## config.mk

```make
export PLATFORM = sky130hd
export DESIGN_NAME = ordered_array_list_core_flat
export DESIGN_NICKNAME = d
export VERILOG_FILES = /design/src/rtl/oal_pkg.sv /design/src/rtl/oal_if.sv /design/src/rtl/ordered_array_list_core.sv /design/src/rtl/oal_ram.sv /design/src/rtl/oal_dpath.sv /design/src/rtl/oal_ctrl.sv /design/src/flat_wrapper.sv
export VERILOG_INCLUDE_DIRS = /design/src /design/src/rtl
export SDC_FILE = /design/constraint.sdc
export NUM_CORES = 1
export LEC_CHECK = 0
export BUFFER_PORTS_ARGS = -buffer_cell sky130_fd_sc_hd__clkbuf_2
export CAP_MARGIN = 20
export CORE_ASPECT_RATIO = 0.7
export CORE_MARGIN = 4
export CORE_UTILIZATION = 64
export CTS_CLUSTER_SIZE = 16
export DETAILED_ROUTE_END_ITERATION = 7
export MAX_ROUTING_LAYER = met4
export PLACE_DENSITY_LB_ADDON = 0.2
export SETUP_SLACK_MARGIN = 0.2
export SYNTH_ARGS = -nofsm -noshare
export SYNTH_HDL_FRONTEND = slang
export SYNTH_HIERARCHICAL = 1
export SYNTH_SLANG_ARGS = --single-unit
```

## constraint.sdc

```tcl
create_clock -name clk -period 12 [get_ports clk]
set_input_delay 2.4 -clock clk [delete_from_list [all_inputs] [get_ports clk]]
set_output_delay 2.4 -clock clk [all_outputs]
set_load 0.05 [all_outputs]
```

## src/rtl/ordered_array_list_core_macros.svh

```systemverilog
// assertion macros shared by the ordered array list rtl
// the including module must have signals named clk and arst_n
`ifndef ORDERED_ARRAY_LIST_CORE_MACROS_SVH
`define ORDERED_ARRAY_LIST_CORE_MACROS_SVH
`ifndef NO_ASSERTIONS
// condition holds at every edge out of reset
`define OAL_ASSERT(lbl, cond) \
	lbl: assert property (@(posedge clk) disable iff (!arst_n) (cond)) \
		else $error("oal assertion failed");
// consequent holds in the same cycle
`define OAL_ASSERT_IMP(lbl, ante, cons) \
	lbl: assert property (@(posedge clk) disable iff (!arst_n) (ante) |-> (cons)) \
		else $error("oal assertion failed");
// consequent holds in the next cycle
`define OAL_ASSERT_NXT(lbl, ante, cons) \
	lbl: assert property (@(posedge clk) disable iff (!arst_n) (ante) |=> (cons)) \
		else $error("oal assertion failed");
`else
`define OAL_ASSERT(lbl, cond)
`define OAL_ASSERT_IMP(lbl, ante, cons)
`define OAL_ASSERT_NXT(lbl, ante, cons)
`endif
`endif

```

## src/rtl/oal_pkg.sv

```systemverilog
// shared codes and control types of the ordered array list
// no dependencies
`default_nettype none
package oal_pkg;

	// request kinds
	localparam logic [2:0] RQ_INSERT   = 3'd0;
	localparam logic [2:0] RQ_DELETE   = 3'd1;
	localparam logic [2:0] RQ_SORTED   = 3'd2;
	localparam logic [2:0] RQ_LOCATE   = 3'd3;
	localparam logic [2:0] RQ_RETRIEVE = 3'd4;
	localparam logic [2:0] RQ_CLEAR    = 3'd5;

	// result status codes
	localparam logic [1:0] ST_OK       = 2'd0;
	localparam logic [1:0] ST_BADPOS   = 2'd1;
	localparam logic [1:0] ST_FULL     = 2'd2;
	localparam logic [1:0] ST_NOTFOUND = 2'd3;

	// pointer operations
	localparam logic [2:0] PTR_HOLD = 3'd0;
	localparam logic [2:0] PTR_LAST = 3'd1;
	localparam logic [2:0] PTR_POS1 = 3'd2;
	localparam logic [2:0] PTR_ZERO = 3'd3;
	localparam logic [2:0] PTR_INC  = 3'd4;
	localparam logic [2:0] PTR_DEC  = 3'd5;

	// target slot operations
	localparam logic [1:0] TGT_HOLD = 2'd0;
	localparam logic [1:0] TGT_POS  = 2'd1;
	localparam logic [1:0] TGT_LAG  = 2'd2;
	localparam logic [1:0] TGT_CNT  = 2'd3;

	// entry count operations
	localparam logic [1:0] CNT_HOLD = 2'd0;
	localparam logic [1:0] CNT_INC  = 2'd1;
	localparam logic [1:0] CNT_DEC  = 2'd2;
	localparam logic [1:0] CNT_CLR  = 2'd3;

	// write address selects
	localparam logic [1:0] WA_TGT    = 2'd0;
	localparam logic [1:0] WA_LAG_UP = 2'd1;
	localparam logic [1:0] WA_LAG_DN = 2'd2;

	// controller to datapath commands
	typedef struct packed {
		logic       load_req;
		logic       rd_pos;
		logic       wr_en;
		logic [1:0] wa_sel;
		logic [2:0] ptr_op;
		logic [1:0] tgt_op;
		logic [1:0] cnt_op;
		logic       st_ld;
		logic [1:0] st_code;
		logic       val_ld;
		logic       idx_use;
		logic       out_ld;
	} oal_cmd_t;

	// datapath to controller status
	typedef struct packed {
		logic [2:0] kind;
		logic       pos_gt_cnt;
		logic       pos_eq_cnt;
		logic       pos_last;
		logic       full;
		logic       empty;
		logic       ptr_at_tgt;
		logic       ptr_at_last;
		logic       lag_at_last;
		logic       hit;
	} oal_sts_t;

endpackage
`default_nettype wire

```

## src/rtl/oal_if.sv

```systemverilog
// request and result channel interfaces of the ordered array list
// no dependencies
`default_nettype none
interface oal_req_if;
	logic              valid;
	logic              ready;
	logic [2:0]        req_type;
	logic [4:0]        position;
	logic signed [31:0] data;

	modport source(output valid, output req_type, output position, output data, input ready);
	modport sink(input valid, input req_type, input position, input data, output ready);
endinterface

interface oal_rsp_if;
	logic              valid;
	logic              ready;
	logic [1:0]        status;
	logic signed [31:0] value;
	logic [3:0]        index;
	logic [4:0]        count_after;

	modport source(output valid, output status, output value, output index,
		output count_after, input ready);
	modport sink(input valid, input status, input value, input index,
		input count_after, output ready);
endinterface
`default_nettype wire

```

## src/rtl/ordered_array_list_core.sv

```systemverilog
// top level of the ordered array list: controller, datapath and channel hookup
// depends on oal_pkg, oal_if, oal_ctrl and oal_dpath
//
// Fixed-capacity list of signed 32-bit entries kept in one ram with a single
// write and a single registered read port. One request is worked on at a time
// and gives one result. Insert, delete and sorted insert are bounded by moving
// one entry per cycle through the ram port pair; locate and the sorted
// placement search read one entry per cycle. A new request is taken while the
// previous result still waits in the output register. The ram contents are not
// cleared at reset; only values of entries below the count are ever used.
`default_nettype none
module ordered_array_list_core #(
	parameter int CAPACITY = 16
) (
	input logic       clk,
	input logic       arst_n,
	oal_req_if.sink   req,
	oal_rsp_if.source rsp
);
	import oal_pkg::*;

	oal_cmd_t cmd;
	oal_sts_t sts;

	// sequencing
	oal_ctrl u_ctrl (
		.clk      (clk),
		.arst_n   (arst_n),
		.in_valid (req.valid),
		.in_ready (req.ready),
		.out_valid(rsp.valid),
		.out_ready(rsp.ready),
		.sts      (sts),
		.cmd      (cmd)
	);

	// storage and result path
	oal_dpath #(
		.CAPACITY(CAPACITY)
	) u_dpath (
		.clk        (clk),
		.arst_n     (arst_n),
		.req_type   (req.req_type),
		.position   (req.position),
		.data       (req.data),
		.cmd        (cmd),
		.sts        (sts),
		.status     (rsp.status),
		.value      (rsp.value),
		.index      (rsp.index),
		.count_after(rsp.count_after)
	);

endmodule
`default_nettype wire

```

## src/rtl/oal_ram.sv

```systemverilog
// generic single write, single read ram with registered read data
// no dependencies
`default_nettype none
module oal_ram #(
	parameter int WIDTH = 32,
	parameter int DEPTH = 16,
	localparam int AW = (DEPTH > 1) ? $clog2(DEPTH) : 1
) (
	input  logic             clk,
	input  logic             we,
	input  logic [AW-1:0]    waddr,
	input  logic [WIDTH-1:0] wdata,
	input  logic [AW-1:0]    raddr,
	output logic [WIDTH-1:0] rdata
);

	logic [WIDTH-1:0] mem [DEPTH];

	// write port and registered read port
	always_ff @(posedge clk) begin
		if (we) begin
			mem[waddr] <= wdata;
		end
		rdata <= mem[raddr];
	end

endmodule
`default_nettype wire

```

## src/rtl/oal_dpath.sv

```systemverilog
// datapath of the ordered array list: entry ram, count, pointers, result registers
// depends on oal_pkg, oal_ram and the assertion macro header
`default_nettype none
`include "ordered_array_list_core_macros.svh"
module oal_dpath #(
	parameter int CAPACITY = 16
) (
	input  logic               clk,
	input  logic               arst_n,
	input  logic [2:0]         req_type,
	input  logic [4:0]         position,
	input  logic signed [31:0] data,
	input  oal_pkg::oal_cmd_t  cmd,
	output oal_pkg::oal_sts_t  sts,
	output logic [1:0]         status,
	output logic signed [31:0] value,
	output logic [3:0]         index,
	output logic [4:0]         count_after
);
	import oal_pkg::*;

	localparam int AW = (CAPACITY > 1) ? $clog2(CAPACITY) : 1;
	localparam int CW = $clog2(CAPACITY + 1);
	localparam int EW = (CW > 5) ? CW : 5;
	localparam logic [CW-1:0] CAP_C = CW'(CAPACITY);

	logic [2:0]         kind_q;
	logic [4:0]         pos_q;
	logic signed [31:0] data_q;
	logic [CW-1:0]      count_q;
	logic [CW-1:0]      ptr_q;
	logic [CW-1:0]      lag_q;
	logic [AW-1:0]      tgt_q;
	logic [1:0]         st_q;
	logic signed [31:0] val_q;
	logic               idx_use_q;
	logic [1:0]         out_status_q;
	logic signed [31:0] out_value_q;
	logic [3:0]         out_index_q;
	logic [4:0]         out_count_q;

	logic [EW-1:0]      pos_ext;
	logic [EW-1:0]      cnt_ext;
	logic [CW-1:0]      cnt_m1;
	logic [CW-1:0]      wa_full;
	logic [AW-1:0]      ram_wa;
	logic [AW-1:0]      ram_ra;
	logic signed [31:0] ram_wd;
	logic signed [31:0] ram_rd;

	assign pos_ext = EW'(pos_q);
	assign cnt_ext = EW'(count_q);
	assign cnt_m1  = count_q - CW'(1);

	// ram addressing and write data
	always_comb begin
		case (cmd.wa_sel)
			WA_LAG_UP: wa_full = lag_q + CW'(1);
			WA_LAG_DN: wa_full = lag_q - CW'(1);
			default:   wa_full = CW'(tgt_q);
		endcase
	end
	assign ram_wa = AW'(wa_full);
	assign ram_wd = (cmd.wa_sel == WA_TGT) ? data_q : ram_rd;
	assign ram_ra = cmd.rd_pos ? AW'(pos_ext) : AW'(ptr_q);

	oal_ram #(
		.WIDTH(32),
		.DEPTH(CAPACITY)
	) u_ram (
		.clk  (clk),
		.we   (cmd.wr_en),
		.waddr(ram_wa),
		.wdata(ram_wd),
		.raddr(ram_ra),
		.rdata(ram_rd)
	);

	// status flags for the controller
	always_comb begin
		sts.kind        = kind_q;
		sts.pos_gt_cnt  = pos_ext > cnt_ext;
		sts.pos_eq_cnt  = pos_ext == cnt_ext;
		sts.pos_last    = (pos_ext + EW'(1)) == cnt_ext;
		sts.full        = count_q == CAP_C;
		sts.empty       = count_q == '0;
		sts.ptr_at_tgt  = ptr_q == CW'(tgt_q);
		sts.ptr_at_last = ptr_q == cnt_m1;
		sts.lag_at_last = lag_q == cnt_m1;
		// locate wants equality, sorted insert stops at the first entry not below data
		sts.hit         = (kind_q == RQ_LOCATE) ? (ram_rd == data_q) : !(ram_rd < data_q);
	end

	// entry count
	always_ff @(posedge clk or negedge arst_n) begin
		if (!arst_n) begin
			count_q <= '0;
		end else begin
			case (cmd.cnt_op)
				CNT_INC: count_q <= count_q + CW'(1);
				CNT_DEC: count_q <= cnt_m1;
				CNT_CLR: count_q <= '0;
				default: count_q <= count_q;
			endcase
		end
	end

	// request capture, pointers and result registers
	always_ff @(posedge clk) begin
		lag_q <= ptr_q;
		if (cmd.load_req) begin
			kind_q    <= req_type;
			pos_q     <= position;
			data_q    <= data;
			st_q      <= ST_OK;
			val_q     <= '0;
			idx_use_q <= 1'b0;
		end
		case (cmd.ptr_op)
			PTR_LAST: ptr_q <= cnt_m1;
			PTR_POS1: ptr_q <= CW'(pos_ext + EW'(1));
			PTR_ZERO: ptr_q <= '0;
			PTR_INC:  ptr_q <= ptr_q + CW'(1);
			PTR_DEC:  ptr_q <= ptr_q - CW'(1);
			default:  ptr_q <= ptr_q;
		endcase
		case (cmd.tgt_op)
			TGT_POS: tgt_q <= AW'(pos_ext);
			TGT_LAG: tgt_q <= AW'(lag_q);
			TGT_CNT: tgt_q <= AW'(count_q);
			default: tgt_q <= tgt_q;
		endcase
		if (cmd.st_ld) begin
			st_q <= cmd.st_code;
		end
		if (cmd.val_ld) begin
			val_q <= ram_rd;
		end
		if (cmd.idx_use) begin
			idx_use_q <= 1'b1;
		end
		// result register toward the output channel
		if (cmd.out_ld) begin
			out_status_q <= st_q;
			out_value_q  <= val_q;
			out_index_q  <= idx_use_q ? 4'(tgt_q) : 4'd0;
			out_count_q  <= 5'(count_q);
		end
	end

	assign status      = out_status_q;
	assign value       = out_value_q;
	assign index       = out_index_q;
	assign count_after = out_count_q;

	`OAL_ASSERT(a_count_cap, count_q <= CAP_C)
	`OAL_ASSERT_IMP(a_inc_room, cmd.cnt_op == CNT_INC, count_q < CAP_C)
	`OAL_ASSERT_IMP(a_dec_held, cmd.cnt_op == CNT_DEC, count_q != '0)
	`OAL_ASSERT_IMP(a_wr_range, cmd.wr_en, wa_full < CAP_C)

endmodule
`default_nettype wire

```

## src/rtl/oal_ctrl.sv

```systemverilog
// controller state machine of the ordered array list
// depends on oal_pkg and the assertion macro header
`default_nettype none
`include "ordered_array_list_core_macros.svh"
module oal_ctrl (
	input  logic              clk,
	input  logic              arst_n,
	input  logic              in_valid,
	output logic              in_ready,
	output logic              out_valid,
	input  logic              out_ready,
	input  oal_pkg::oal_sts_t sts,
	output oal_pkg::oal_cmd_t cmd
);
	import oal_pkg::*;

	localparam logic [3:0] S_IDLE  = 4'd0;
	localparam logic [3:0] S_DISP  = 4'd1;
	localparam logic [3:0] S_SCN0  = 4'd2;
	localparam logic [3:0] S_SCN   = 4'd3;
	localparam logic [3:0] S_SHU0  = 4'd4;
	localparam logic [3:0] S_SHU   = 4'd5;
	localparam logic [3:0] S_SHUW  = 4'd6;
	localparam logic [3:0] S_PLACE = 4'd7;
	localparam logic [3:0] S_RDV   = 4'd8;
	localparam logic [3:0] S_DLV   = 4'd9;
	localparam logic [3:0] S_SHD0  = 4'd10;
	localparam logic [3:0] S_SHD   = 4'd11;
	localparam logic [3:0] S_SHDW  = 4'd12;
	localparam logic [3:0] S_DONE  = 4'd13;

	logic [3:0] state_q;
	logic [3:0] state_d;
	logic       out_valid_q;

	assign in_ready  = state_q == S_IDLE;
	assign out_valid = out_valid_q;

	// next state and command decode
	always_comb begin
		cmd     = '0;
		state_d = state_q;
		case (state_q)
			S_IDLE: begin
				if (in_valid) begin
					cmd.load_req = 1'b1;
					state_d      = S_DISP;
				end
			end
			S_DISP: begin
				state_d = S_DONE;
				case (sts.kind)
					RQ_INSERT: begin
						if (sts.pos_gt_cnt) begin
							cmd.st_ld   = 1'b1;
							cmd.st_code = ST_BADPOS;
						end else if (sts.full) begin
							cmd.st_ld   = 1'b1;
							cmd.st_code = ST_FULL;
						end else if (sts.pos_eq_cnt) begin
							cmd.tgt_op = TGT_POS;
							state_d    = S_PLACE;
						end else begin
							cmd.tgt_op = TGT_POS;
							cmd.ptr_op = PTR_LAST;
							state_d    = S_SHU0;
						end
					end
					RQ_DELETE: begin
						if (sts.pos_gt_cnt || sts.pos_eq_cnt) begin
							cmd.st_ld   = 1'b1;
							cmd.st_code = ST_BADPOS;
						end else begin
							cmd.rd_pos = 1'b1;
							state_d    = S_DLV;
						end
					end
					RQ_SORTED: begin
						if (sts.full) begin
							cmd.st_ld   = 1'b1;
							cmd.st_code = ST_FULL;
						end else if (sts.empty) begin
							cmd.tgt_op = TGT_CNT;
							state_d    = S_PLACE;
						end else begin
							cmd.ptr_op = PTR_ZERO;
							state_d    = S_SCN0;
						end
					end
					RQ_LOCATE: begin
						if (sts.empty) begin
							cmd.st_ld   = 1'b1;
							cmd.st_code = ST_NOTFOUND;
						end else begin
							cmd.ptr_op = PTR_ZERO;
							state_d    = S_SCN0;
						end
					end
					RQ_RETRIEVE: begin
						if (sts.pos_gt_cnt || sts.pos_eq_cnt) begin
							cmd.st_ld   = 1'b1;
							cmd.st_code = ST_BADPOS;
						end else begin
							cmd.rd_pos = 1'b1;
							state_d    = S_RDV;
						end
					end
					RQ_CLEAR: begin
						cmd.cnt_op = CNT_CLR;
					end
					default: begin
					end
				endcase
			end
			// first scan read
			S_SCN0: begin
				cmd.ptr_op = PTR_INC;
				state_d    = S_SCN;
			end
			// compare the entry read last cycle while reading the next one
			S_SCN: begin
				if (sts.hit) begin
					cmd.tgt_op = TGT_LAG;
					if (sts.kind == RQ_LOCATE) begin
						cmd.idx_use = 1'b1;
						state_d     = S_DONE;
					end else begin
						cmd.ptr_op = PTR_LAST;
						state_d    = S_SHU0;
					end
				end else if (sts.lag_at_last) begin
					if (sts.kind == RQ_LOCATE) begin
						cmd.st_ld   = 1'b1;
						cmd.st_code = ST_NOTFOUND;
						state_d     = S_DONE;
					end else begin
						cmd.tgt_op = TGT_CNT;
						state_d    = S_PLACE;
					end
				end else begin
					cmd.ptr_op = PTR_INC;
				end
			end
			// shift up: read entry, write it one slot higher next cycle
			S_SHU0: begin
				cmd.ptr_op = PTR_DEC;
				state_d    = sts.ptr_at_tgt ? S_SHUW : S_SHU;
			end
			S_SHU: begin
				cmd.wr_en  = 1'b1;
				cmd.wa_sel = WA_LAG_UP;
				cmd.ptr_op = PTR_DEC;
				if (sts.ptr_at_tgt) begin
					state_d = S_SHUW;
				end
			end
			S_SHUW: begin
				cmd.wr_en  = 1'b1;
				cmd.wa_sel = WA_LAG_UP;
				state_d    = S_PLACE;
			end
			S_PLACE: begin
				cmd.wr_en   = 1'b1;
				cmd.wa_sel  = WA_TGT;
				cmd.cnt_op  = CNT_INC;
				cmd.idx_use = sts.kind == RQ_SORTED;
				state_d     = S_DONE;
			end
			S_RDV: begin
				cmd.val_ld = 1'b1;
				state_d    = S_DONE;
			end
			S_DLV: begin
				cmd.val_ld = 1'b1;
				if (sts.pos_last) begin
					cmd.cnt_op = CNT_DEC;
					state_d    = S_DONE;
				end else begin
					cmd.ptr_op = PTR_POS1;
					state_d    = S_SHD0;
				end
			end
			// shift down: read entry, write it one slot lower next cycle
			S_SHD0: begin
				cmd.ptr_op = PTR_INC;
				state_d    = sts.ptr_at_last ? S_SHDW : S_SHD;
			end
			S_SHD: begin
				cmd.wr_en  = 1'b1;
				cmd.wa_sel = WA_LAG_DN;
				cmd.ptr_op = PTR_INC;
				if (sts.ptr_at_last) begin
					state_d = S_SHDW;
				end
			end
			S_SHDW: begin
				cmd.wr_en  = 1'b1;
				cmd.wa_sel = WA_LAG_DN;
				cmd.cnt_op = CNT_DEC;
				state_d    = S_DONE;
			end
			// hand the result to the output register once it is free
			S_DONE: begin
				if (!out_valid_q || out_ready) begin
					cmd.out_ld = 1'b1;
					state_d    = S_IDLE;
				end
			end
			default: begin
				state_d = S_IDLE;
			end
		endcase
	end

	// state and output valid
	always_ff @(posedge clk or negedge arst_n) begin
		if (!arst_n) begin
			state_q     <= S_IDLE;
			out_valid_q <= 1'b0;
		end else begin
			state_q <= state_d;
			if (cmd.out_ld) begin
				out_valid_q <= 1'b1;
			end else if (out_ready) begin
				out_valid_q <= 1'b0;
			end
		end
	end

	`OAL_ASSERT_NXT(a_accept_disp, in_valid && in_ready, state_q == S_DISP)
	`OAL_ASSERT_IMP(a_out_slot, cmd.out_ld, !out_valid_q || out_ready)
	`OAL_ASSERT_IMP(a_idle_quiet, state_q == S_IDLE, !cmd.wr_en && cmd.cnt_op == CNT_HOLD)

endmodule
`default_nettype wire

```

## src/flat_wrapper.sv

```systemverilog
// flat-port wrapper written by rule: the top's interface ports become plain ports
module ordered_array_list_core_flat import oal_pkg::*;
#(
	parameter int CAPACITY = 16
)
  (clk, arst_n, req_valid, req_req_type, req_position, req_data, req_ready, rsp_valid, rsp_status, rsp_value, rsp_index, rsp_count_after, rsp_ready);
  oal_req_if req_i ();
  oal_rsp_if rsp_i ();
  input logic clk;
  input logic arst_n;
  input wire logic [$bits(req_i.valid)-1:0] req_valid;
  input wire logic [$bits(req_i.req_type)-1:0] req_req_type;
  input wire logic [$bits(req_i.position)-1:0] req_position;
  input wire logic [$bits(req_i.data)-1:0] req_data;
  output wire logic [$bits(req_i.ready)-1:0] req_ready;
  output wire logic [$bits(rsp_i.valid)-1:0] rsp_valid;
  output wire logic [$bits(rsp_i.status)-1:0] rsp_status;
  output wire logic [$bits(rsp_i.value)-1:0] rsp_value;
  output wire logic [$bits(rsp_i.index)-1:0] rsp_index;
  output wire logic [$bits(rsp_i.count_after)-1:0] rsp_count_after;
  input wire logic [$bits(rsp_i.ready)-1:0] rsp_ready;
  assign req_i.valid = req_valid;
  assign req_i.req_type = req_req_type;
  assign req_i.position = req_position;
  assign req_i.data = req_data;
  assign req_ready = req_i.ready;
  assign rsp_valid = rsp_i.valid;
  assign rsp_status = rsp_i.status;
  assign rsp_value = rsp_i.value;
  assign rsp_index = rsp_i.index;
  assign rsp_count_after = rsp_i.count_after;
  assign rsp_i.ready = rsp_ready;
  ordered_array_list_core #(.CAPACITY(CAPACITY)) u_core (.clk(clk), .arst_n(arst_n), .req(req_i), .rsp(rsp_i));
endmodule
```

# ---- Yosys cells after proc, flatten, opt, wreduce, memory -nomap -nowiden
# Memory sizes are Yosys's and may differ from the RTL's. A register that Yosys moved wholly into a read port is not among the register bits.
# Index checks and enable logic that the tools add are counted.
dict set report totals {
  regBits 142
  latch_bits 0
  ram_bits 512
  mem_bits_ro 0
  input_bits 44
  output_inout_bits 45
  elab_cells 167
  mem_count 1
}
# name depth word_bits read_ports rd_clocked_by_memory_dff write_ports line_no
set memory_table {}
lappend memory_table {u_core.u_dpath.u_ram.mem 16 32 1 1 1 oal_ram.sv:17} ;# logic [WIDTH-1:0] mem [DEPTH];
dict set report op_classes {
  n_addsub 7
  multipliers 0
  div_mod_pow 0
  magnitude_cmp 2
  n_eq_ne 43
  n_shift 0
  muxes 76
  bitwise_logic 0
  reduce_logical 22
}
# cell n
set ops {}
lappend ops {{$mux 32} 3}
lappend ops {{$mux 4} 14}
lappend ops {{$pmux 4 s12} 1}
lappend ops {{$mux 3} 13}
lappend ops {{$eq 32x32->1} 1}
lappend ops {{$lt 32x32->1} 1}
lappend ops {{$pmux 5 s5} 1}
lappend ops {{$eq 4x4->1 const B} 6}
lappend ops {{$mux 2} 11}
lappend ops {{$eq 5x5->1} 4}
lappend ops {{$pmux 4 s5} 1}
lappend ops {{$pmux 3 s3} 2}
lappend ops {{$mux 1} 17}
lappend ops {{$eq 4x3->1 const B} 4}
lappend ops {{$add 5x1->5 const B} 3}
lappend ops {{$mux 5} 3}
lappend ops {{$pmux 3 s5} 1}
lappend ops {{$pmux 5 s3} 1}
lappend ops {{$eq 3x2->1 const B} 4}
lappend ops {{$eq 3x3->1 const B} 4}
lappend ops {{$pmux 3 s4} 1}
lappend ops {{$pmux 4 s3} 1}
lappend ops {{$eq 2x2->1 const B} 5}
lappend ops {{$reduce_or 2->1} 5}
lappend ops {{other kinds (28)} 43}

# ---- Longest topological paths before layout
# Gate-level depths: netlist of run 1.
dict set report logic_depth {
  depth_word 8
  ltp_mapped 19
  ltp_nobuf 19
}

# ---- Modules after synthesis
# Netlist of run 1, hierarchy kept.
# module instances cells_each area_each_um2 seq_area_each_um2
set by_module_without_submodules {}
lappend by_module_without_submodules {oal_ram 1 838 19835.3 16015.4}
lappend by_module_without_submodules {oal_dpath 1 515 6734.0 4028.9}
lappend by_module_without_submodules {oal_ctrl 1 155 1033.5 125.1}

# ---- Least setup slack after synthesis of run 1
# OpenSTA, ideal clock, no wires.
dict set report synth_path {
  path_type {input-to-reg}
  start {input rsp_ready}
  end {register u_core.u_dpath.out_count_q[0] (netlist: u_core/u_dpath/count_after[0]), enable pin}
  setup_ns 0.497
  arrival_ns 5.384
  required_time_ns 11.503
  path_slack_ns 6.120
  path_stages 2
  path_buffers 0
  cell_sequence {nor2b_1 nor3_1}
}
# element line_no
set synth_lines {}
lappend synth_lines {{start, declared} flat_wrapper.sv:21} ;# input wire logic [$bits(rsp_i.ready)-1:0] rsp_ready;
lappend synth_lines {{end signal, assigned} oal_dpath.sv:147} ;# out_count_q <= 5'(count_q);
lappend synth_lines {{end, declared} oal_dpath.sv:40} ;# logic [4:0] out_count_q;

==> results of run 1 <==
logic make-up after synthesis:
family                     after synthesis
and+or+nand+nor                        252
AOI/OAI and AO/OA                      187
DFF                                    686
xor gates and xnor gates                30
adders and majority gates               51
buffers and inverters                  132
muxes                                  170
path summary, 6_finish.rpt:
path	startpoint	to	slack (ns)	cells past startpoint
hold / removal	u_core/u_dpath/val_q[26]	u_core/u_dpath/value[26]	0.41	0
setup reg to reg	u_core/u_dpath/cnt_ext[2]	u_core/u_dpath/u_ram/rdata[20]	6.26	14
setup / recovery	u_core/u_dpath/cnt_ext[2]	u_core/u_dpath/u_ram/rdata[20]	6.26	14
min in group asynchronous	arst_n	u_core/u_dpath/cnt_ext[1]	1.66	1
hold reg to reg	u_core/u_dpath/val_q[26]	u_core/u_dpath/value[26]	0.41	0
max in group asynchronous	arst_n	u_core/u_ctrl/state_q[0]	10.12	1
flip-flops by register name, indices dropped and copies added (netlist names):
register	count
u_core/u_dpath/status	2
u_core/u_dpath/u_ram/rdata	32
u_core/u_dpath/count_after	5
u_core/u_dpath/val_q	32
u_core/u_dpath/u_ram/mem	512
u_core/u_dpath/lag_q	5
u_core/u_dpath/pos_ext	5
u_core/u_dpath/value	32
u_core/u_ctrl/out_valid	1
u_core/u_ctrl/state_q	4
u_core/u_dpath/kind_q	3
u_core/u_dpath/tgt_q	4
u_core/u_dpath/ptr_q	5
u_core/u_dpath/index	4
u_core/u_dpath/cnt_ext	5
u_core/u_dpath/st_q	2
u_core/u_dpath/data_q	32
u_core/u_dpath/idx_use_q	1
cell usage after synthesis, types with 5 or more instances:
cell,n,area share [%]
o21ai_1,5,0.091
nor2b_1,10,0.23
and2_1,40,0.91
nor2_1,48,0.65
nand3b_1,5,0.14
xnor2_1,19,0.60
mux4_2,129,11
nand3_1,16,0.29
dfxtp_1,38,2.8
ha_1,49,2.2
a21oi_1,47,0.85
a31oi_1,5,0.11
clkbuf_1,30,0.41
buf_1,11,0.15
o21ai_0,23,0.42
nand2b_1,8,0.18
edfxtp_1,638,69
nor3_1,19,0.34
nand4_1,9,0.20
buf_2,14,0.25
inv_1,57,0.78
inv_2,6,0.082
a22oi_1,66,1.8
dfrtp_1,10,0.91
buf_4,10,0.27
a21o_1,6,0.16
xor2_1,10,0.32
mux2i_1,6,0.22
o22ai_1,6,0.14
mux2_1,31,1.3
nand2_1,69,0.94
per-stage QoR:
stage,power [mW],setup WS (ns),hold slack (ns),instances
6_report,8.13,6.26,0.413,2225
5_1_grt,8.54,6.01,0.424,2224
4_1_cts,8.16,6.33,0.417,2222
3_5_place_dp,6.29,6.40,0.405,2108
3_3_place_gp,6.18,6.65,0.402,2107
2_1_floorplan,5.47,6.12,0.400,1508
placed cells by master (no fill, tap or decap), drive strengths merged, types with 4 or more instances in the layout:
master	count
a211oi	4
a21o	6
a21oi	47
a22oi	66
a31oi	5
and2	40
buf	30
clkbuf	164
clkinv	30
clkinvlp	4
dfrtp	10
dfxtp	38
edfxtp	638
ha	49
inv	64
mux2	35
mux2i	6
mux4	129
nand2	69
nand2b	10
nand3	16
nand3b	5
nand4	10
nor2	48
nor2b	11
nor3	21
o21ai	29
o22ai	6
o31ai	4
or3	4
xnor2	20
xor2	10
critical path: stages, from the launching register on:
cell and delay [ns]:
dfrtp_1 0.60, inv_2 0.13, ha_1 0.30, and3_1 0.15
and3_1 0.27, a31oi_1 0.14, or3_4 0.39, nor3_1 0.80
nand2_1 0.22, o21ai_4 0.10, buf_4 0.81, buf_4 0.89
mux4_2 0.43, a22oi_1 0.22, nand2_1 0.09
routing by layer:
metal / GRT usage (%) / up-vias
met5: - / -
met4: 7.96 / 0
met3: 5.76 / 133
met2: 40.0 / 716
met1: 38.9 / 7421
li1: - / 6230
area by class of cell:
type                    instances  area (um^2)  share of cell area, %
inverters                      63          236                  0.770
clock buffers                  76         1620                   5.28
repair buffers                118          691                   2.25
diodes                          2         5.00                 0.0163
well taps                     552          691                   2.25
flip-flops and latches        686        20200                   65.7
clock inverters                38          284                  0.925
multi-input cells             690         7020                   22.9
where the power goes:
group	total, mW	internal (mW)	leakage (nW)	switching, mW
Combinational	2.68	0.989	3.23	1.69
Sequential	3.60	3.38	6.22	0.224
Clock	1.85	1.02	0.928	0.832
Total	8.13	5.39	10.4	2.74
==> load_flow_metrics.sql, run 1 <==
INSERT INTO impl_metrics (metric_group, metric, value, unit) VALUES
('place', 'finalWeightedCongestion', '0.896', ''),
('synthesis', 'yosys.area_share.simple', '4.76', '%'),
('cells_and_area', 'nNetsFinal', '1715', ''),
('timing', 'achievable-frequency', '174', 'MHz'),
('cells_and_area', 'share_of_final_layout_standard_cells_stronger_than_drive_strength_1', '23.0', '%'),
('timing', 'remaining_max_slew_budget_at_the_tightest_pin', '23.3', '%'),
('synthesis', 'ys_seq_elements', '686', ''),
('timing', 'timing.final.crit_period', '5.74', 'ns'),
('synthesis', 'synthCells', '1508', ''),
('floorplanning', 'floorplan.rows', '63', ''),
('synthesis', 'post_synth_xor_area_fraction', '0.979', '%'),
('synthesis', 'synth_top_family_by_area', 'multiplexers', ''),
('drt', 'count_of_antenna_violating_nets_left_after_detailed_routing', '0', ''),
('synthesis', 'synth_compound_gate_area_share', '4.55', '%'),
('cts', 'worst_skew_late_latency', '0.62', 'ns'),
('drt', 'drt_pre_antenna_iters', '7', ''),
('floorplanning', 'core_region_area', '0.0425', 'mm^2'),
('drt', 'totalWireLength', '60.4', 'mm'),
('global_routing', 'grt_overflow', '0', ''),
('synthesis', 'syn_nets', '1603', ''),
('synthesis', 'synth_fa_ha_area_share', '2.37', '%'),
('hold_path', 'timing.hold.worst.class', 'register to register', ''),
('synthesis', 'mapped_avg_cell_area', '18.3', 'um^2'),
('drt', 'routedLengthMet1', '24.6', 'mm'),
('cts', 'post_cts.resized_instances', '0', ''),
('cells_and_area', 'syn_to_final_growth', '11.3', '%'),
('drt', 'detailedRoute.firstIterationViolations', '1412', ''),
('drt', 'routed.top_layer', 'met4', ''),
('cts', 'cts_setup_buffers', '0', ''),
('pwr', 'power.density', '265', 'mW/mm^2'),
('global_routing', 'antenna_found_initial', '1', ''),
('setup_path', 'endpoint_kind_of_the_worst_setup_timing_path', 'register', ''),
('synthesis', 'synth_cell_type_count', '71', ''),
('cts', 'cts_tree', 'yes', ''),
('cts', 'cts.sink_count', '686', ''),
('synthesis', 'seq_area_frac_synth', '73.1', '%'),
('drt', 'met2_length', '28.5', 'mm'),
('cts', 'cts_buffers', '61', ''),
('global_routing', 'grt_first_pass_wirelength', '91.1', 'mm'),
('synthesis', 'mappedNetlistArea', '0.0276', 'mm^2'),
('cells_and_area', 'final_standard_cell_utilization_of_the_core', '72.3', '%'),
('global_routing', 'groute.usage.overall', '27.0', '%'),
('pwr', 'vdd_ir_drop_max', '0.296', 'mV'),
('place', 'detailed_place_hpwl', '34.0', 'mm'),
('timing', 'worst-slew-pin-transition', '1.15', 'ns'),
('cells_and_area', 'finalInstanceArea', '0.0307', 'mm^2'),
('run_status', 'outcome', 'complete, no violations', ''),
('cts', 'clock-root-buffer', 'clkbuf_16', ''),
('synthesis', 'ys.warnings.count', '6', ''),
('cts', 'deepest_level_of_the_cts_h_tree', '2', ''),
('timing', 'final.period_utilization', '47.8', '%'),
('drt', 'drcViolationCount', '0', ''),
('floorplanning', 'chipWidth', '256', 'um'),
('place', 'placement.cell_area', '0.0288', 'mm^2'),
('timing', 'hold_viol', '0', ''),
('timing', 'finalSetupViolations', '0', ''),
('drt', 'via_per_inst', '6.52', ''),
('timing', 'final_max_slew_viol_count', '0', ''),
('synthesis', 'asyncSetResetFlopFracSynth', '1.46', '%'),
('floorplanning', 'io-pin-count', '89', ''),
('place', 'io_buffers', '88', ''),
('cells_and_area', 'final.fill_count', '2489', ''),
('floorplanning', 'initial_utilization', '65.0', '%'),
('flow_run', 'drv_cap', '0', ''),
('floorplanning', 'design.die.area', '0.0466', 'mm^2'),
('timing', 'setup_total_negative_slack', '0', 'ns'),
('timing', 'worst_skew', '0.0244', 'ns'),
('setup_path', 'cp_max_fo', '66', ''),
('floorplanning', 'chipHeight', '182', 'um'),
('cts', 'clkSlewWorstSetupHoldPaths', '0.07', 'ns'),
('setup_path', 'data_required_critical_path', '12.48', 'ns');
(Power assumes the default switching activity.)
==> inputs of run 2 (changes only) <==
--- a/config.mk
+++ b/config.mk
@@ -10,7 +10,7 @@
 export CAP_MARGIN = 20
 export CORE_ASPECT_RATIO = 0.7
 export CORE_MARGIN = 4
-export CORE_UTILIZATION = 64
+export CORE_UTILIZATION = 62
 export CTS_CLUSTER_SIZE = 16
 export DETAILED_ROUTE_END_ITERATION = 7
 export MAX_ROUTING_LAYER = met4
==> constraint.sdc (replaced) <==
create_clock -name clk -period 5.5 [get_ports clk]
set_input_delay 1.1 -clock clk [delete_from_list [all_inputs] [get_ports clk]]
set_output_delay 1.1 -clock clk [all_outputs]
set_load 0.05 [all_outputs]
==> run 2 against run 1 <==
Net effect:
- power increased by 120%
- setup slack worse by 5.6 ns
- maximum frequency rose by 19%
- critical path depth grew 3
- first-iteration DRC count is 19% higher
- critical endpoint is now u_core/u_dpath/ptr_q[4]
- largest power group unchanged
==> load_flow_metrics.sql, run 2 (synthesis results as in run 1) <==
INSERT INTO impl_metrics (metric_group, metric, value, unit) VALUES
('run_status', 'outcome', 'complete, no violations', ''),
('cells_and_area', 'final-instance-count-excl-fill', '2278', ''),
('global_routing', 'grt_first_pass_wirelength', '93.8', 'mm'),
('setup_path', 'timing.critical_path.max_delay_family', 'simple AND/OR/NAND/NOR gates', ''),
('place', 'finalWeightedCongestion', '0.959', ''),
('cells_and_area', 'share_of_final_layout_standard_cells_stronger_than_drive_strength_1', '23.4', '%'),
('setup_path', 'cp_max_fo', '7', ''),
('cts', 'cts_buffer_depth', '3', ''),
('cts', 'clkSlewWorstSetupHoldPaths', '0.07', 'ns'),
('cells_and_area', 'syn_to_final_growth', '12.4', '%'),
('floorplanning', 'chipHeight', '185', 'um'),
('cts', 'worst_skew_late_latency', '0.62', 'ns'),
('drt', 'detailedRoute.firstIterationViolations', '1682', ''),
('pwr', 'power_leakage', '10.5', 'nW'),
('cells_and_area', 'commonest_non_fill_non_tap_cell_in_the_layout', 'edfxtp_1', ''),
('floorplanning', 'io-pin-count', '89', ''),
('global_routing', 'via_count_of_the_first_global_routing_pass', '14469', ''),
('setup_path', 'slowest_delay', '0.56', 'ns'),
('setup_path', 'timing.critical_path.slowest_stage_cell', 'or4_4', ''),
('setup_path', 'arrival', '5.15', 'ns'),
('cells_and_area', 'antenna_cells', '0', ''),
('cts', 'cts.hold.buffers_added', '0', ''),
('cts', 'cts_tree', 'yes', ''),
('setup_path', 'cp.buffers_inverters', '2', ''),
('cts', 'cts.sink_count', '686', ''),
('global_routing', 'groute.usage.overall', '27.4', '%'),
('drt', 'totalWireLength', '62.2', 'mm'),
('timing', 'finalSetupViolations', '0', ''),
('setup_path', 'endpoint_kind_of_the_worst_setup_timing_path', 'register', ''),
('drt', 'drt_pre_antenna_iters', '5', ''),
('floorplanning', 'design.die.area', '0.0480', 'mm^2'),
('setup_path', 'data_required_critical_path', '5.83', 'ns'),
('timing', 'timing.final.crit_period', '4.82', 'ns'),
('timing', 'achievable-frequency', '208', 'MHz'),
('timing', 'worst-slew-pin-transition', '1.06', 'ns'),
('cells_and_area', 'finalInstanceArea', '0.0310', 'mm^2'),
('cts', 'post_cts.resized_instances', '0', ''),
('place', 'detailed_place_hpwl', '35.6', 'mm'),
('flow_run', 'drv_cap', '0', ''),
('floorplanning', 'core_region_area', '0.0438', 'mm^2'),
('timing', 'setup_total_negative_slack', '0', 'ns'),
('cells_and_area', 'final_standard_cell_utilization_of_the_core', '70.8', '%'),
('pwr', 'power.density', '580', 'mW/mm^2'),
('timing', 'grt_setup_unrepaired', 'false', ''),
('floorplanning', 'floorplan.rows', '64', ''),
('cells_and_area', 'final.fill_count', '2730', ''),
('cts', 'cts_buffers', '61', ''),
('timing', 'worst_skew', '0.0306', 'ns'),
('global_routing', 'antenna_found_initial', '0', ''),
('setup_path', 'critPathKind', 'register to register', ''),
('cells_and_area', 'largest-register', 'u_core/u_dpath/u_ram/mem', ''),
('pwr', 'vdd_ir_drop_max', '0.405', 'mV'),
('drt', 'drcViolationCount', '0', ''),
('timing', 'remaining_max_slew_budget_at_the_tightest_pin', '29.4', '%'),
('cells_and_area', 'commonest_cells_after_routing_fill_and_taps_aside', 'edfxtp_1, mux4_2, clkbuf_2', ''),
('drt', 'via_per_inst', '6.44', ''),
('drt', 'count_of_antenna_violating_nets_left_after_detailed_routing', '0', ''),
('timing', 'hold_viol', '0', ''),
('cells_and_area', 'nNetsFinal', '1728', ''),
('setup_path', 'path_cells', 'inv_1, ha_1, nand4_2, or4_4, nor3_2, nand3_1, nand4_1, nand2_1, o221ai_1, nand3_1, inv_1, ha_1, a21o_1, a21oi_1, xnor2_1, a211oi_1, a21oi_1', ''),
('floorplanning', 'initial_utilization', '63.0', '%'),
('place', 'placement.cell_area', '0.0290', 'mm^2'),
('pwr', 'total_power', '18.0', 'mW'),
('cts', 'deepest_level_of_the_cts_h_tree', '2', ''),
('timing', 'final.period_utilization', '87.6', '%'),
('hold_path', 'timing.hold.worst.class', 'input pin to asynchronous set/reset pin', ''),
('global_routing', 'pin_count_of_the_biggest_net_entering_global_routing', '73', ''),
('cts', 'cts_setup_buffers', '0', ''),
('place', 'io_buffers', '88', ''),
('floorplanning', 'chipWidth', '260', 'um'),
('setup_path', 'startpoint_type', 'register', ''),
('drt', 'routed_wire_length_per_instance', '27.3', 'um'),
('timing', 'final_max_slew_viol_count', '0', ''),
('drt', 'detailroute.via_count', '14661', ''),
('global_routing', 'grt_overflow', '0', ''),
('cells_and_area', 'largest_reg_flops', '512', ''),
('cts', 'clock-root-buffer', 'clkbuf_16', ''),
('place', 'cell_count_after_placement', '2163', '');
[run 2: final cells by class]
class,count,area (um^2),area share (%)
Clock buffer,79,1660,5.34
Sequential cell,686,20200,65.0
Clock inverter,35,318,1.02
Timing Repair Buffer,131,888,2.86
Multi-Input combinational cell,690,7020,22.6
Tap cell,594,743,2.40
Inverter,63,236,0.762
[run 2: per-stage QoR]
stage	setup slack (ns)	hold WS [ns]
4_1_cts	0.831	0.347
6_report	0.682	0.365
2_1_floorplan	0.271	0.400
5_1_grt	0.386	0.364
3_5_place_dp	0.876	0.405
3_3_place_gp	0.903	0.402
[run 2: power breakdown]
part | total, mW | leakage, nW | internal [mW] | switching, mW
Sequential | 7.78 | 6.22 | 7.37 | 0.416
Combinational | 6.04 | 3.32 | 2.22 | 3.81
Clock | 4.19 | 0.948 | 2.36 | 1.83
Total | 18.0 | 10.5 | 11.9 | 6.06
[run 2: worst paths after layout]
check	startpoint	to	slack (ns)	depth (start not counted)
setup / recovery	u_core/u_dpath/data_q[31]	u_core/u_dpath/ptr_q[4]	0.68	17
hold / removal	arst_n	u_core/u_dpath/cnt_ext[4]	0.37	1
setup reg to reg	u_core/u_dpath/data_q[31]	u_core/u_dpath/ptr_q[4]	0.68	17
hold reg to reg	u_core/u_dpath/val_q[23]	u_core/u_dpath/value[23]	0.42	0
max in group asynchronous	arst_n	u_core/u_ctrl/out_valid	4.92	1
min in group clk	u_core/u_dpath/val_q[23]	u_core/u_dpath/value[23]	0.42	0
[run 2: per-layer routing]
layer	track usage [%]	vias up	part of all wire, %
met5	-	-	0
met4	5.77	0	1.9
met3	5.52	82	9.5
met2	40.1	726	47
met1	41.0	7603	42
li1	-	6250	-
